`src/rtl/frame_parser_xor_check_core_assert.svh`:
```
// Assertion macros used by the frame parser readout.
`ifndef FRAME_PARSER_XOR_CHECK_CORE_ASSERT_SVH
`define FRAME_PARSER_XOR_CHECK_CORE_ASSERT_SVH

// Check a same-cycle implication, skipped during reset.
`define FPXC_ASSERT_NOW(label, ante, cons, msg) \
   label: assert property (@(posedge clock) disable iff (reset) (ante) |-> (cons)) \
      else $error(msg);

// Check an implication in the following cycle, skipped during reset.
`define FPXC_ASSERT_NEXT(label, ante, cons, msg) \
   label: assert property (@(posedge clock) disable iff (reset) (ante) |=> (cons)) \
      else $error(msg);

`endif

```
`src/rtl/fpxc_pkg.sv`:
```
// Types and constants of the frame parser with XOR check.
`default_nettype none

package fpxc_pkg;

   localparam int STORE_DEPTH = 64;
   localparam int ADDR_W      = 6;
   localparam int LEN_W       = 7;
   localparam int CSR_IDX_W   = 2;

   // Configuration register indexes
   localparam logic [CSR_IDX_W-1:0] CSR_START_CMD  = 2'd0;
   localparam logic [CSR_IDX_W-1:0] CSR_START_RPLY = 2'd1;
   localparam logic [CSR_IDX_W-1:0] CSR_SYNC2      = 2'd2;

   // Reset values of the configuration registers
   localparam logic [7:0] START_CMD_RST  = 8'hAA;
   localparam logic [7:0] START_RPLY_RST = 8'hAB;
   localparam logic [7:0] SYNC2_RST      = 8'h55;

   typedef enum logic [2:0] {
      PH_START = 3'd0,
      PH_SYNC  = 3'd1,
      PH_CHAN  = 3'd2,
      PH_LENH  = 3'd3,
      PH_LENL  = 3'd4,
      PH_DATA  = 3'd5,
      PH_CHECK = 3'd6
   } phase_type;

   // Payload store write port
   typedef struct packed {
      logic              en;
      logic [ADDR_W-1:0] addr;
      logic [7:0]        data;
   } store_wr_type;

   // Finished frame handed to readout
   typedef struct packed {
      logic             valid;
      logic [7:0]       start;
      logic [7:0]       channel;
      logic [LEN_W-1:0] length;
      logic             ok;
      logic             empty;
   } launch_type;

endpackage

`default_nettype wire

```
`src/rtl/frame_parser_xor_check_core.sv`:
```
// Top level of the framed byte parser with XOR check byte.
//
// Parsing takes one received byte per cycle unless held off: start marker,
// second sync byte, channel, 16-bit big-endian length, payload and check
// byte. Payload bytes go into a 64-entry store with one write and one
// registered read port. When the check byte is taken, the frame's results are
// read out of the store one per cycle unless stalled (the single read port
// sets this), so a frame of N payload bytes gives N results (one for an empty
// frame) and input is held off during readout. Frames longer than MAX_DATA
// are dropped without results. Configuration writes are taken in every cycle.
`default_nettype none

module frame_parser_xor_check_core #(
   parameter int MAX_DATA = 64
) (
   input  wire logic                              clock,
   input  wire logic                              reset,
   input  wire logic                              csr_valid,
   output logic                                   csr_ready,
   input  wire logic [fpxc_pkg::CSR_IDX_W-1:0]    csr_index,
   input  wire logic [7:0]                        csr_data,
   input  wire logic                              req_valid,
   output logic                                   req_ready,
   input  wire logic [7:0]                        req_rx_byte,
   output logic                                   rsp_valid,
   input  wire logic                              rsp_ready,
   output logic [7:0]                             rsp_frame_start,
   output logic [7:0]                             rsp_channel,
   output logic [fpxc_pkg::LEN_W-1:0]             rsp_payload_length,
   output logic [7:0]                             rsp_payload_byte,
   output logic [fpxc_pkg::ADDR_W-1:0]            rsp_byte_index,
   output logic                                   rsp_has_payload,
   output logic                                   rsp_check_ok,
   output logic                                   rsp_last
);

   localparam logic [7:0] MaxLen = 8'(MAX_DATA);

   // configuration registers
   logic [7:0] start_cmd_ff, start_rply_ff, sync2_ff;

   // parser state
   fpxc_pkg::phase_type        phase_ff, phase_in;
   logic [7:0]                 start_ff, start_in;
   logic [7:0]                 chan_ff, chan_in;
   logic                       len_hi_ff, len_hi_in;
   logic [fpxc_pkg::LEN_W-1:0] len_ff, len_in;
   logic [fpxc_pkg::LEN_W-1:0] fill_ff, fill_in;
   logic [7:0]                 xor_ff, xor_in;

   fpxc_pkg::store_wr_type wr;
   fpxc_pkg::launch_type   launch;
   logic                   busy;
   logic                   take;
   logic                   is_start;
   logic [fpxc_pkg::LEN_W-1:0] fill_next;

   assign csr_ready = 1'b1;
   assign req_ready = !busy;
   assign take      = req_valid && req_ready;
   assign is_start  = (req_rx_byte == start_cmd_ff) || (req_rx_byte == start_rply_ff);
   assign fill_next = fpxc_pkg::LEN_W'(fill_ff + 7'd1);

   // Write configuration registers
   always_ff @(posedge clock) begin
      if (reset) begin
         start_cmd_ff  <= fpxc_pkg::START_CMD_RST;
         start_rply_ff <= fpxc_pkg::START_RPLY_RST;
         sync2_ff      <= fpxc_pkg::SYNC2_RST;
      end else if (csr_valid) begin
         case (csr_index)
            fpxc_pkg::CSR_START_CMD:  start_cmd_ff  <= csr_data;
            fpxc_pkg::CSR_START_RPLY: start_rply_ff <= csr_data;
            fpxc_pkg::CSR_SYNC2:      sync2_ff      <= csr_data;
            default: ;
         endcase
      end
   end

   // Advance the parse phase
   always_comb begin
      phase_in = phase_ff;
      if (take) begin
         case (phase_ff)
            fpxc_pkg::PH_SYNC: begin
               if (req_rx_byte == sync2_ff) begin
                  phase_in = fpxc_pkg::PH_CHAN;
               end else if (!is_start) begin
                  phase_in = fpxc_pkg::PH_START;
               end
            end
            fpxc_pkg::PH_CHAN:  phase_in = fpxc_pkg::PH_LENH;
            fpxc_pkg::PH_LENH:  phase_in = fpxc_pkg::PH_LENL;
            fpxc_pkg::PH_LENL: begin
               if (len_hi_ff || (req_rx_byte > MaxLen)) begin
                  phase_in = fpxc_pkg::PH_START;
               end else if (req_rx_byte == 8'h00) begin
                  phase_in = fpxc_pkg::PH_CHECK;
               end else begin
                  phase_in = fpxc_pkg::PH_DATA;
               end
            end
            fpxc_pkg::PH_DATA: begin
               if (fill_next >= len_ff) begin
                  phase_in = fpxc_pkg::PH_CHECK;
               end
            end
            fpxc_pkg::PH_CHECK: phase_in = fpxc_pkg::PH_START;
            default: begin
               phase_in = is_start ? fpxc_pkg::PH_SYNC : fpxc_pkg::PH_START;
            end
         endcase
      end
   end

   // Drive store writes, the frame launch and the held header fields
   always_comb begin
      start_in       = start_ff;
      chan_in        = chan_ff;
      len_hi_in      = len_hi_ff;
      len_in         = len_ff;
      fill_in        = fill_ff;
      xor_in         = xor_ff;
      wr.en          = 1'b0;
      wr.addr        = fill_ff[fpxc_pkg::ADDR_W-1:0];
      wr.data        = req_rx_byte;
      launch.valid   = 1'b0;
      launch.start   = start_ff;
      launch.channel = chan_ff;
      launch.length  = len_ff;
      launch.ok      = (req_rx_byte == xor_ff);
      launch.empty   = (len_ff == '0);
      if (take) begin
         case (phase_ff)
            fpxc_pkg::PH_SYNC: begin
               if ((req_rx_byte != sync2_ff) && is_start) begin
                  start_in = req_rx_byte;
               end
            end
            fpxc_pkg::PH_CHAN: begin
               chan_in = req_rx_byte;
               xor_in  = req_rx_byte;
            end
            fpxc_pkg::PH_LENH: begin
               len_hi_in = (req_rx_byte != 8'h00);
               xor_in    = xor_ff ^ req_rx_byte;
            end
            fpxc_pkg::PH_LENL: begin
               len_in  = req_rx_byte[fpxc_pkg::LEN_W-1:0];
               xor_in  = xor_ff ^ req_rx_byte;
               fill_in = '0;
            end
            fpxc_pkg::PH_DATA: begin
               wr.en   = 1'b1;
               xor_in  = xor_ff ^ req_rx_byte;
               fill_in = fill_next;
            end
            fpxc_pkg::PH_CHECK: launch.valid = 1'b1;
            default: begin
               if (is_start) begin
                  start_in = req_rx_byte;
               end
            end
         endcase
      end
   end

   always_ff @(posedge clock) begin
      if (reset) begin
         phase_ff <= fpxc_pkg::PH_START;
      end else begin
         phase_ff <= phase_in;
      end
   end

   // Header and running check need no reset: each is set before use
   always_ff @(posedge clock) begin
      start_ff  <= start_in;
      chan_ff   <= chan_in;
      len_hi_ff <= len_hi_in;
      len_ff    <= len_in;
      fill_ff   <= fill_in;
      xor_ff    <= xor_in;
   end

   fpxc_readout u_readout (
      .clock              (clock),
      .reset              (reset),
      .wr                 (wr),
      .launch             (launch),
      .busy               (busy),
      .rsp_valid          (rsp_valid),
      .rsp_ready          (rsp_ready),
      .rsp_frame_start    (rsp_frame_start),
      .rsp_channel        (rsp_channel),
      .rsp_payload_length (rsp_payload_length),
      .rsp_payload_byte   (rsp_payload_byte),
      .rsp_byte_index     (rsp_byte_index),
      .rsp_has_payload    (rsp_has_payload),
      .rsp_check_ok       (rsp_check_ok),
      .rsp_last           (rsp_last)
   );

endmodule

`default_nettype wire

```
`src/rtl/fpxc_readout.sv`:
```
// Payload store and result readout sequencer of the frame parser.
`default_nettype none

`include "frame_parser_xor_check_core_assert.svh"

module fpxc_readout (
   input  wire logic                          clock,
   input  wire logic                          reset,
   input  wire fpxc_pkg::store_wr_type        wr,
   input  wire fpxc_pkg::launch_type          launch,
   output logic                               busy,
   output logic                               rsp_valid,
   input  wire logic                          rsp_ready,
   output logic [7:0]                         rsp_frame_start,
   output logic [7:0]                         rsp_channel,
   output logic [fpxc_pkg::LEN_W-1:0]         rsp_payload_length,
   output logic [7:0]                         rsp_payload_byte,
   output logic [fpxc_pkg::ADDR_W-1:0]        rsp_byte_index,
   output logic                               rsp_has_payload,
   output logic                               rsp_check_ok,
   output logic                               rsp_last
);

   logic [7:0] store_mem [fpxc_pkg::STORE_DEPTH];
   logic [7:0] rd_data_ff;

   // control state
   logic                      busy_ff, busy_in;
   logic                      valid_ff, valid_in;
   logic [fpxc_pkg::LEN_W-1:0] next_ff, next_in;

   // frame header held for the readout
   logic [7:0]                 hdr_start_ff, hdr_chan_ff;
   logic [fpxc_pkg::LEN_W-1:0] hdr_len_ff;
   logic                       hdr_ok_ff, hdr_empty_ff;

   // output word registers
   logic [7:0]                  out_start_ff, out_chan_ff;
   logic [fpxc_pkg::LEN_W-1:0]  out_len_ff;
   logic [fpxc_pkg::ADDR_W-1:0] out_idx_ff;
   logic                        out_has_ff, out_ok_ff, out_last_ff;

   logic issue, issue_last;

   // Issue the next word when the output slot is free or being taken
   assign issue      = busy_ff && (!valid_ff || rsp_ready);
   assign issue_last = hdr_empty_ff ||
                       (fpxc_pkg::LEN_W'(next_ff + 7'd1) == hdr_len_ff);

   always_comb begin
      busy_in  = busy_ff;
      valid_in = valid_ff;
      next_in  = next_ff;
      if (issue) begin
         valid_in = 1'b1;
         next_in  = fpxc_pkg::LEN_W'(next_ff + 7'd1);
         if (issue_last) begin
            busy_in = 1'b0;
         end
      end else if (rsp_ready) begin
         valid_in = 1'b0;
      end
      // Start a new frame; the last word of the previous one may still be draining
      if (launch.valid) begin
         busy_in = 1'b1;
         next_in = '0;
      end
   end

   always_ff @(posedge clock) begin
      if (reset) begin
         busy_ff  <= 1'b0;
         valid_ff <= 1'b0;
         next_ff  <= '0;
      end else begin
         busy_ff  <= busy_in;
         valid_ff <= valid_in;
         next_ff  <= next_in;
      end
   end

   // Store writes and registered reads
   always_ff @(posedge clock) begin
      if (wr.en) begin
         store_mem[wr.addr] <= wr.data;
      end
      if (issue && !hdr_empty_ff) begin
         rd_data_ff <= store_mem[next_ff[fpxc_pkg::ADDR_W-1:0]];
      end
   end

   // Capture the header at launch, copy it into each output word
   always_ff @(posedge clock) begin
      if (launch.valid) begin
         hdr_start_ff <= launch.start;
         hdr_chan_ff  <= launch.channel;
         hdr_len_ff   <= launch.length;
         hdr_ok_ff    <= launch.ok;
         hdr_empty_ff <= launch.empty;
      end
      if (issue) begin
         out_start_ff <= hdr_start_ff;
         out_chan_ff  <= hdr_chan_ff;
         out_len_ff   <= hdr_len_ff;
         out_idx_ff   <= hdr_empty_ff ? '0 : next_ff[fpxc_pkg::ADDR_W-1:0];
         out_has_ff   <= !hdr_empty_ff;
         out_ok_ff    <= hdr_ok_ff;
         out_last_ff  <= issue_last;
      end
   end

   assign busy               = busy_ff;
   assign rsp_valid          = valid_ff;
   assign rsp_frame_start    = out_start_ff;
   assign rsp_channel        = out_chan_ff;
   assign rsp_payload_length = out_len_ff;
   assign rsp_payload_byte   = out_has_ff ? rd_data_ff : 8'h00;
   assign rsp_byte_index     = out_idx_ff;
   assign rsp_has_payload    = out_has_ff;
   assign rsp_check_ok       = out_ok_ff;
   assign rsp_last           = out_last_ff;

   `FPXC_ASSERT_NOW(a_no_write_busy, wr.en, !busy_ff, "store written during readout")
   `FPXC_ASSERT_NOW(a_launch_idle, launch.valid, !busy_ff, "frame launched during readout")
   `FPXC_ASSERT_NEXT(a_last_ends, issue && issue_last, !busy_ff, "readout busy after last word")
   `FPXC_ASSERT_NOW(a_empty_last, valid_ff && !out_has_ff, out_last_ff,
                    "empty frame word without last")

endmodule

`default_nettype wire
```
`config.mk`:
```
export PLATFORM = sky130hd
export DESIGN_NAME = frame_parser_xor_check_core
export DESIGN_NICKNAME = d
export VERILOG_FILES = /design/src/rtl/fpxc_pkg.sv /design/src/rtl/frame_parser_xor_check_core.sv /design/src/rtl/fpxc_readout.sv
export VERILOG_INCLUDE_DIRS = /design/src /design/src/rtl
export SDC_FILE = /design/constraint.sdc
export NUM_CORES = 1
export LEC_CHECK = 0
export BUFFER_PORTS_ARGS = -buffer_cell sky130_fd_sc_hd__buf_2
export CAP_MARGIN = 20
export CORE_MARGIN = 2
export CORE_UTILIZATION = 50
export DETAILED_ROUTE_END_ITERATION = 10
export GPL_TIMING_DRIVEN = 0
export PLACE_DENSITY = 0.68
export SETUP_SLACK_MARGIN = 0.1
export SLEW_MARGIN = 30
export SYNTH_ARGS = -nofsm -noshare
export SYNTH_HDL_FRONTEND = slang
export SYNTH_SLANG_ARGS = --single-unit
```
`constraint.sdc`:
```
create_clock -name clock -period 3.65 [get_ports clock]
set_input_delay 0.1825 -clock clock [delete_from_list [all_inputs] [get_ports clock]]
set_output_delay 0.1825 -clock clock [all_outputs]
set_load 0.01 [all_outputs]
```
* Word level (Yosys, flattened, before mapping)
Memory sizes are Yosys's and may differ from the RTL's. A register that Yosys moved wholly into a read port is not among the register bits.
Cells that the tools add are included.
** Storage, ports and cells
- Word-level logic and storage cells :: 108
- Memory bits (writable) :: 512
- Memories :: 1
- Bits of input ports :: 23
- Bits in registers :: 132
- Output and inout port bits :: 43
** Cells by class
- Eq/ne operators :: 17
- Add/subtract/negate cells :: 2
- $lt $le $gt $ge :: 2
- Multiplexer cells :: 24
- Bitwise operators :: 2
- Reduce and logical (&&, ||, !) cells :: 35
** Memory list
- u_readout.store_mem :: words 64, width 8, read ports 1, clocked after memory_dff 1, write ports 1, line fpxc_readout.sv:24 : logic [7:0] store_mem [fpxc_pkg::STORE_DEPTH];
** Operators with widths (number)
- $eq A8 B8 Y1 :: 4
- $pmux W8 S2 :: 2
- $mux W8 :: 3
- $pmux W3 S6 :: 1
- $reduce_and A2 Y1 :: 9
- $add A7 B1 Y7 const B :: 2
- $pmux W7 S2 :: 1
- $mux W1 :: 12
- $mux W3 :: 4
- $reduce_bool A2 Y1 :: 6
- $eq A3 B3 Y1 const B :: 3
- $gt A8 B7 Y1 const B :: 1
- $logic_not A8 Y1 :: 1
- $ne A8 B8 Y1 :: 1
- $reduce_bool A8 Y1 :: 1
- $xor A8 B8 Y8 :: 1
- $eq A7 B7 Y1 :: 1
- $ge A7 B7 Y1 :: 1
- $logic_not A7 Y1 :: 1
- $eq A3 B2 Y1 const B :: 2
- $reduce_or A5 Y1 :: 1
- $logic_and A1 B1 Y1 :: 4
- $logic_or A1 B1 Y1 :: 4
- $ne A2 B2 Y1 const B :: 2
- 12 further kinds :: 14

* Depth between registers and ports, before layout
- Word-level depth :: 6
- Mapped depth :: 11
- Depth with buffers taken out :: 10

* By module
Synthesis repeated with hierarchy kept, for this count alone.
** Unflattened totals
- Cell total of the unflattened synthesis :: 1372
- Area, all modules :: 25763.5 sq um
** Modules (own cells, without submodules)
- fpxc_readout :: sequential area each 17506.8 sq um, times used 1, cells an instance 1070, area each 22467.8 sq um
- frame_parser_xor_check_core :: sequential area each 1711.6 sq um, times used 1, cells an instance 302, area each 3295.7 sq um

* Worst setup path before layout
No wires, ideal clock.
- Kind :: reg-to-reg
- Start :: reg fill_ff[3] (netlist name)
- End :: reg phase_ff[1]
- Data required time :: 3.559 ns
- Slack :: 1.284 ns
- Cell stages (with the launch flop) :: 11
- Setup time :: 0.091 ns
- Arrival :: 2.275 ns
- Path buffers :: 1
- Cell sequence :: edfxtp_1 clkbuf_1 nand3_1 nor2_1 xor2_1 ha_1 o2111ai_1 o31ai_1 o2111ai_2 mux2i_1 a311oi_1
** Between the ends
- Word-level cells in the longest chain between the ends :: 4
** Ends and longest elaborated chain
- from (decl) :: line frame_parser_xor_check_core.sv:48 : logic [fpxc_pkg::LEN_W-1:0] fill_ff, fill_in;
- from (signal assigned) :: line frame_parser_xor_check_core.sv:182 : fill_ff <= fill_in;
- $add A7 B1 Y7 :: line frame_parser_xor_check_core.sv:62 : assign fill_next = fpxc_pkg::LEN_W'(fill_ff + 7'd1);
- named net fill_next, one bit :: line frame_parser_xor_check_core.sv:56 : logic [fpxc_pkg::LEN_W-1:0] fill_next;
- $ge A7 B7 Y1 :: line frame_parser_xor_check_core.sv:104 : if (fill_next >= len_ff) begin
- $ne A2 B2 Y1 (no source line)
- $reduce_and A3 Y1 (no source line)
- to (signal assigned) :: line frame_parser_xor_check_core.sv:170 : phase_ff <= fpxc_pkg::PH_START;
- to (signal assigned) :: line frame_parser_xor_check_core.sv:172 : phase_ff <= phase_in;
- to (decl) :: line frame_parser_xor_check_core.sv:43 : fpxc_pkg::phase_type phase_ff, phase_in;
The timed path passes the listed nets, and every way through them passes these cells.
A chain may end at the register's enable or synchronous reset.

==> flow_summary.html <==
<table>
<tr><th>Metric</th><th>Value</th></tr>
<tr><th colspan="2">Status</th></tr>
<tr><td>Result of the run</td><td>completed</td></tr>
<tr><th colspan="2">Drt</th></tr>
<tr><td>Initial DRC count</td><td>1326</td></tr>
<tr><td>Wire length after detailed routing</td><td>between 50 and 60 mm</td></tr>
<tr><td>Routed wire per std cell</td><td>between 20 and 30 µm</td></tr>
<tr><td>Mean number of vias per cell</td><td>~5.8</td></tr>
<tr><td>DR pass1 iterations</td><td>5</td></tr>
<tr><td>Post-route DRC</td><td>0</td></tr>
<tr><td>Remaining antenna violation count</td><td>0</td></tr>
<tr><td>Overall via count from detail_route</td><td>12.50k</td></tr>
<tr><th colspan="2">Global routing</th></tr>
<tr><td>Total congestion overflow</td><td>0</td></tr>
<tr><td>Number of global-route vias before repair</td><td>about 13k</td></tr>
<tr><td>Wire length of the first global-routing pass</td><td>between 80 and 90 mm</td></tr>
<tr><td>Antenna violations before repair</td><td>1</td></tr>
<tr><td>Total Routing Usage GR</td><td>0.2126</td></tr>
<tr><td>Pin count of the biggest net entering global routing</td><td>69</td></tr>
<tr><th colspan="2">Critical path</th></tr>
<tr><td>Largest fanout on the critical path</td><td>10</td></tr>
<tr><td>Element type at the critical path start</td><td>flip-flop</td></tr>
<tr><td>Data arrival time of the critical path</td><td>between 3 and 4 ns</td></tr>
<tr><td>Worst Setup Path Type</td><td>flip-flop to flip-flop</td></tr>
<tr><td>Required time of the critical path</td><td>3.99 ns</td></tr>
<tr><td>Element type at the critical path end</td><td>flip-flop</td></tr>
<tr><th colspan="2">Logic synthesis</th></tr>
<tr><td>Synthesized-area fraction occupied by ao, oa, aoi and oai cells</td><td>0.01190</td></tr>
<tr><td>Average footprint of a synthesized cell</td><td>~20 µm²</td></tr>
<tr><td>Adder and majority cell fraction of the synthesized area</td><td>0.004426</td></tr>
<tr><td>Simple-Gate Fraction of Synth Area</td><td>0.04386</td></tr>
<tr><td>Ys flop type</td><td>edfxtp_1</td></tr>
<tr><td>Yosys Warn Count</td><td>0</td></tr>
<tr><td>Number of synthesized register bits</td><td>roughly 650</td></tr>
<tr><td>Portion of the post-synthesis area used by sequential elements</td><td>0.7553</td></tr>
<tr><td>Share of synthesized registers carrying an async set or reset</td><td>0</td></tr>
<tr><td>Cell count after synthesis</td><td>1274</td></tr>
<tr><td>Post-synth EDFFs</td><td>a little over 600</td></tr>
<tr><td>Mux cell area share after synthesis</td><td>0.1483</td></tr>
<tr><td>Dominant combinational cell family by area after synthesis</td><td>multiplexers</td></tr>
<tr><td>Area share of xor/xnor cells in the synthesized design</td><td>0.02065</td></tr>
<tr><td>Number of distinct library cell variants in the gate-level netlist after synthesis</td><td>48</td></tr>
<tr><td>Syn nets</td><td>1306</td></tr>
<tr><td>Combined area of all synthesized cells</td><td>between 20000 and 30000 µm²</td></tr>
<tr><th colspan="2">Pwr</th></tr>
<tr><td>Fraction of power consumed by sequential logic</td><td>0.552</td></tr>
<tr><td>Internal power</td><td>11.93 mW</td></tr>
<tr><td>Leakage power</td><td>between 8 and 9 nW</td></tr>
<tr><td>Combinational share of power</td><td>0.014</td></tr>
<tr><td>PD cells</td><td>~510 nW/µm²</td></tr>
<tr><td>Total Power</td><td>14.81 mW</td></tr>
<tr><td>Fraction of power consumed by the clock network</td><td>0.433</td></tr>
<tr><td>Largest voltage drop on the vdd net</td><td>approximately 0.32 mV</td></tr>
<tr><td>Fraction of power spent switching nets</td><td>0.1944</td></tr>
<tr><td>Power spent charging and discharging nets</td><td>2.879 mW</td></tr>
<tr><th colspan="2">Clock network</th></tr>
<tr><td>Number of H-tree levels</td><td>3</td></tr>
<tr><td>Gates resized, CTS repair</td><td>0</td></tr>
<tr><td>TritonCTS Buffers</td><td>67</td></tr>
<tr><td>Number of post-CTS setup repair buffers</td><td>0</td></tr>
<tr><td>Clock latency of the later-clocked register in the worst-skew pair</td><td>just under 0.6 ns</td></tr>
<tr><td>Sinks on the clock net</td><td>652</td></tr>
<tr><td>Clock buffer depth</td><td>3</td></tr>
<tr><td>Clock Tree Root</td><td>clkbuf_16</td></tr>
<tr><td>Clock tree from TritonCTS</td><td>done</td></tr>
<tr><td>CTS clk-pin slew, worst paths</td><td>0.06 ns</td></tr>
<tr><th colspan="2">Layout</th></tr>
<tr><td>Signed area change from the synthesized netlist to the final layout</td><td>13.19%</td></tr>
<tr><td>Commonest cells after routing, fill and taps aside</td><td>616 x edfxtp_1, 160 x mux4_2, 105 x nor2_1</td></tr>
<tr><td>Count of filler cells inserted in the layout</td><td>approximately 3.7k</td></tr>
<tr><td>Area occupied by multi-input gates</td><td>about 5800 µm²</td></tr>
<tr><td>Most common library cell in the layout ignoring fill and taps</td><td>edfxtp_1</td></tr>
<tr><td>Final std cells w/o fill</td><td>2138</td></tr>
<tr><td>Number of diodes</td><td>0</td></tr>
<tr><td>Final design instance area without fill</td><td>between 20000 and 30000 µm²</td></tr>
<tr><td>Register cell area after layout</td><td>19220 µm²</td></tr>
<tr><td>Ratio of cells with drive above 1 in the final layout</td><td>0.2381</td></tr>
<tr><td>Net count of the finished layout</td><td>1450</td></tr>
<tr><th colspan="2">Placed design</th></tr>
<tr><td>Port Buffer Count</td><td>63</td></tr>
<tr><td>Routability cong.</td><td>0.8343</td></tr>
<tr><td>Placed Instances</td><td>~2.0k</td></tr>
<tr><td>Worst Setup Slack post-DPL</td><td>about 0.40 ns</td></tr>
<tr><td>DP Area</td><td>between 20000 and 30000 µm²</td></tr>
<tr><td>HPWL after detailed placement</td><td>roughly 35 mm</td></tr>
<tr><th colspan="2">Floorplanning</th></tr>
<tr><td>Horiz. Die Dim</td><td>roughly 230 µm</td></tr>
<tr><td>Count of boundary I/O pins</td><td>66</td></tr>
<tr><td>Effective utilization at floorplan</td><td>0.5072</td></tr>
<tr><td>Core ar.</td><td>50170 µm²</td></tr>
<tr><td>Die ar.</td><td>between 50000 and 60000 µm²</td></tr>
<tr><td># rows</td><td>just over 80</td></tr>
<tr><td>Die height</td><td>~230 µm</td></tr>
<tr><th colspan="2">Flow run</th></tr>
<tr><td>Count of maximum capacitance violations</td><td>0</td></tr>
<tr><th colspan="2">Timing</th></tr>
<tr><td>Hold Vio Cnt, Final</td><td>0</td></tr>
<tr><td>Final worst-path setup slack</td><td>approximately 0.38 ns</td></tr>
<tr><td>Final setup violating endpoints</td><td>0</td></tr>
<tr><td>Worst slew slack as a fraction of its limit</td><td>0.3177</td></tr>
<tr><td>Worst-case clock skew</td><td>between 0.02 and 0.03 ns</td></tr>
<tr><td>Setup repair after global routing missed its margin</td><td>no</td></tr>
<tr><td>Worst hold slack across all endpoints</td><td>~0.04 ns</td></tr>
<tr><td>Slew at the pin closest to its max-slew limit</td><td>1.023 ns</td></tr>
<tr><td>Share of the clock period used by the worst path after layout</td><td>0.8972</td></tr>
<tr><td>Final critical delay including setup and external delays</td><td>roughly 3.3 ns</td></tr>
<tr><td>Highest achievable clock rate</td><td>between 300 and 400 MHz</td></tr>
<tr><td>Number of max-slew violations in the final report</td><td>0</td></tr>
<tr><th colspan="2">Min path</th></tr>
<tr><td>Class of the worst hold path</td><td>primary input to flip-flop</td></tr>
</table>
-- routing by layer --
layer | vias to the layer above | GRT usage | wire [µm]
met5 | - | 0 | 0
met4 | 0 | 0.07549 | 1416
met3 | 79 | 0.04681 | 4153
met2 | 493 | 0.3323 | 26230
met1 | 6540 | 0.2984 | 22830
li1 | 5386 | - | -
-- sequential cells by signal, summed over array words and instances (netlist names), 8 cells and up --
register	cells
u_readout.rsp_frame_start	8
u_readout.rd_data_ff	8
start_cmd_ff	8
sync2_ff	8
chan_ff	8
u_readout.store_mem	512
u_readout.rsp_channel	8
u_readout.hdr_start_ff	8
start_ff	8
start_rply_ff	8
u_readout.hdr_chan_ff	8
xor_ff	8
-- critical path, stage by stage (launching register included) --
cell,delay (ns)
dfxtp_1,0.33
clkbuf_1,0.25
buf_2,0.36
clkbuf_1,0.81
mux4_2,0.43
mux4_2,0.54
o22ai_1,0.22
nor2_1,0.08
-- power groups by stage --
| stage | Clock, mW | Combinational [mW] | Sequential, mW |
|---|---|---|---|
| final | 6.41 | 0.214 | 8.18 |
| after CTS | 6.53 | 0.219 | 8.18 |
| after global placement | 0 | 0.197 | 8.34 |
| after floorplan | 0 | 0.0703 | 8.34 |
| after global routing | 6.81 | 0.236 | 8.18 |
| after detailed placement | 0 | 0.210 | 8.34 |
-- cell usage after synthesis (3+ instances only) --
cell type / number / area share
mux4_2: 160 / 0.14
o22ai_1: 17 / 0.0042
nand4_1: 4 / 0.00098
inv_1: 14 / 0.0021
nand3b_1: 5 / 0.0015
nand2b_1: 4 / 0.00098
xnor2_1: 33 / 0.011
buf_2: 12 / 0.0024
edfxtp_1: 616 / 0.73
nand3_1: 17 / 0.0033
a21oi_1: 7 / 0.0014
dfxtp_1: 36 / 0.028
nor2_1: 105 / 0.015
nand2_1: 59 / 0.0087
o21ai_0: 3 / 0.00059
or2_2: 3 / 0.00074
mux2i_1: 17 / 0.0067
ha_1: 9 / 0.0044
buf_6: 7 / 0.0031
or4_1: 3 / 0.00089
a21o_1: 3 / 0.00089
buf_1: 10 / 0.0015
xor2_1: 27 / 0.0093
nor3_1: 8 / 0.0016
and2_1: 8 / 0.0020
nor2b_1: 17 / 0.0042
a211oi_1: 4 / 0.0012
clkbuf_1: 37 / 0.0055
nor4_1: 7 / 0.0017
-- final cells by class --
| cell class | instances | area share |
|---|---|---|
| Sequential cell | 652 | 0.6673 |
| Multi-Input combinational cell | 538 | 0.2030 |
| Clock buffer | 87 | 0.06243 |
| Tap cell | 672 | 0.02919 |
| Timing Repair Buffer | 75 | 0.01547 |
| Buffer | 69 | 0.01177 |
| Clock inverter | 30 | 0.008906 |
| Inverter | 15 | 0.001955 |
-- cell families after synthesis --
| family | after synthesis |
|---|---|
| AO/OA/AOI/OAI | 45 |
| XOR/XNOR | 60 |
| adder cells (fa/ha/maj) | 9 |
| buffers and inverters | 84 |
| flip-flops | 652 |
| multiplexers | 177 |
| other | 1 |
| AND/OR/NAND/NOR | 246 |
-- repair_timing --
action	CTS	global route
hold buffers	10	0
setup endpoints to repair	0	0
endpoints found under the hold margin	27	0
-- worst paths after layout --
kind,from,endpoint,slack (ns),cells after the start
max,u_readout.next_ff[1],u_readout.rd_data_ff[5],0.38,7
min,reset,u_readout.rsp_valid,0.04,2
max reg2reg,u_readout.next_ff[1],u_readout.rd_data_ff[5],0.38,7
min reg2reg,chan_ff[5],u_readout.hdr_chan_ff[5],0.41,0
-- metrics by stage --
step / utilization / setup TNS, ns
4_1_cts: 0.5740 / 0
3_5_place_dp: 0.5310 / 0
5_1_grt: 0.5740 / 0
2_1_floorplan: - / 0
3_3_place_gp: 0.5302 / -2.685
6_report: 0.5740 / 0
Power figures use the tool's default switching activity.
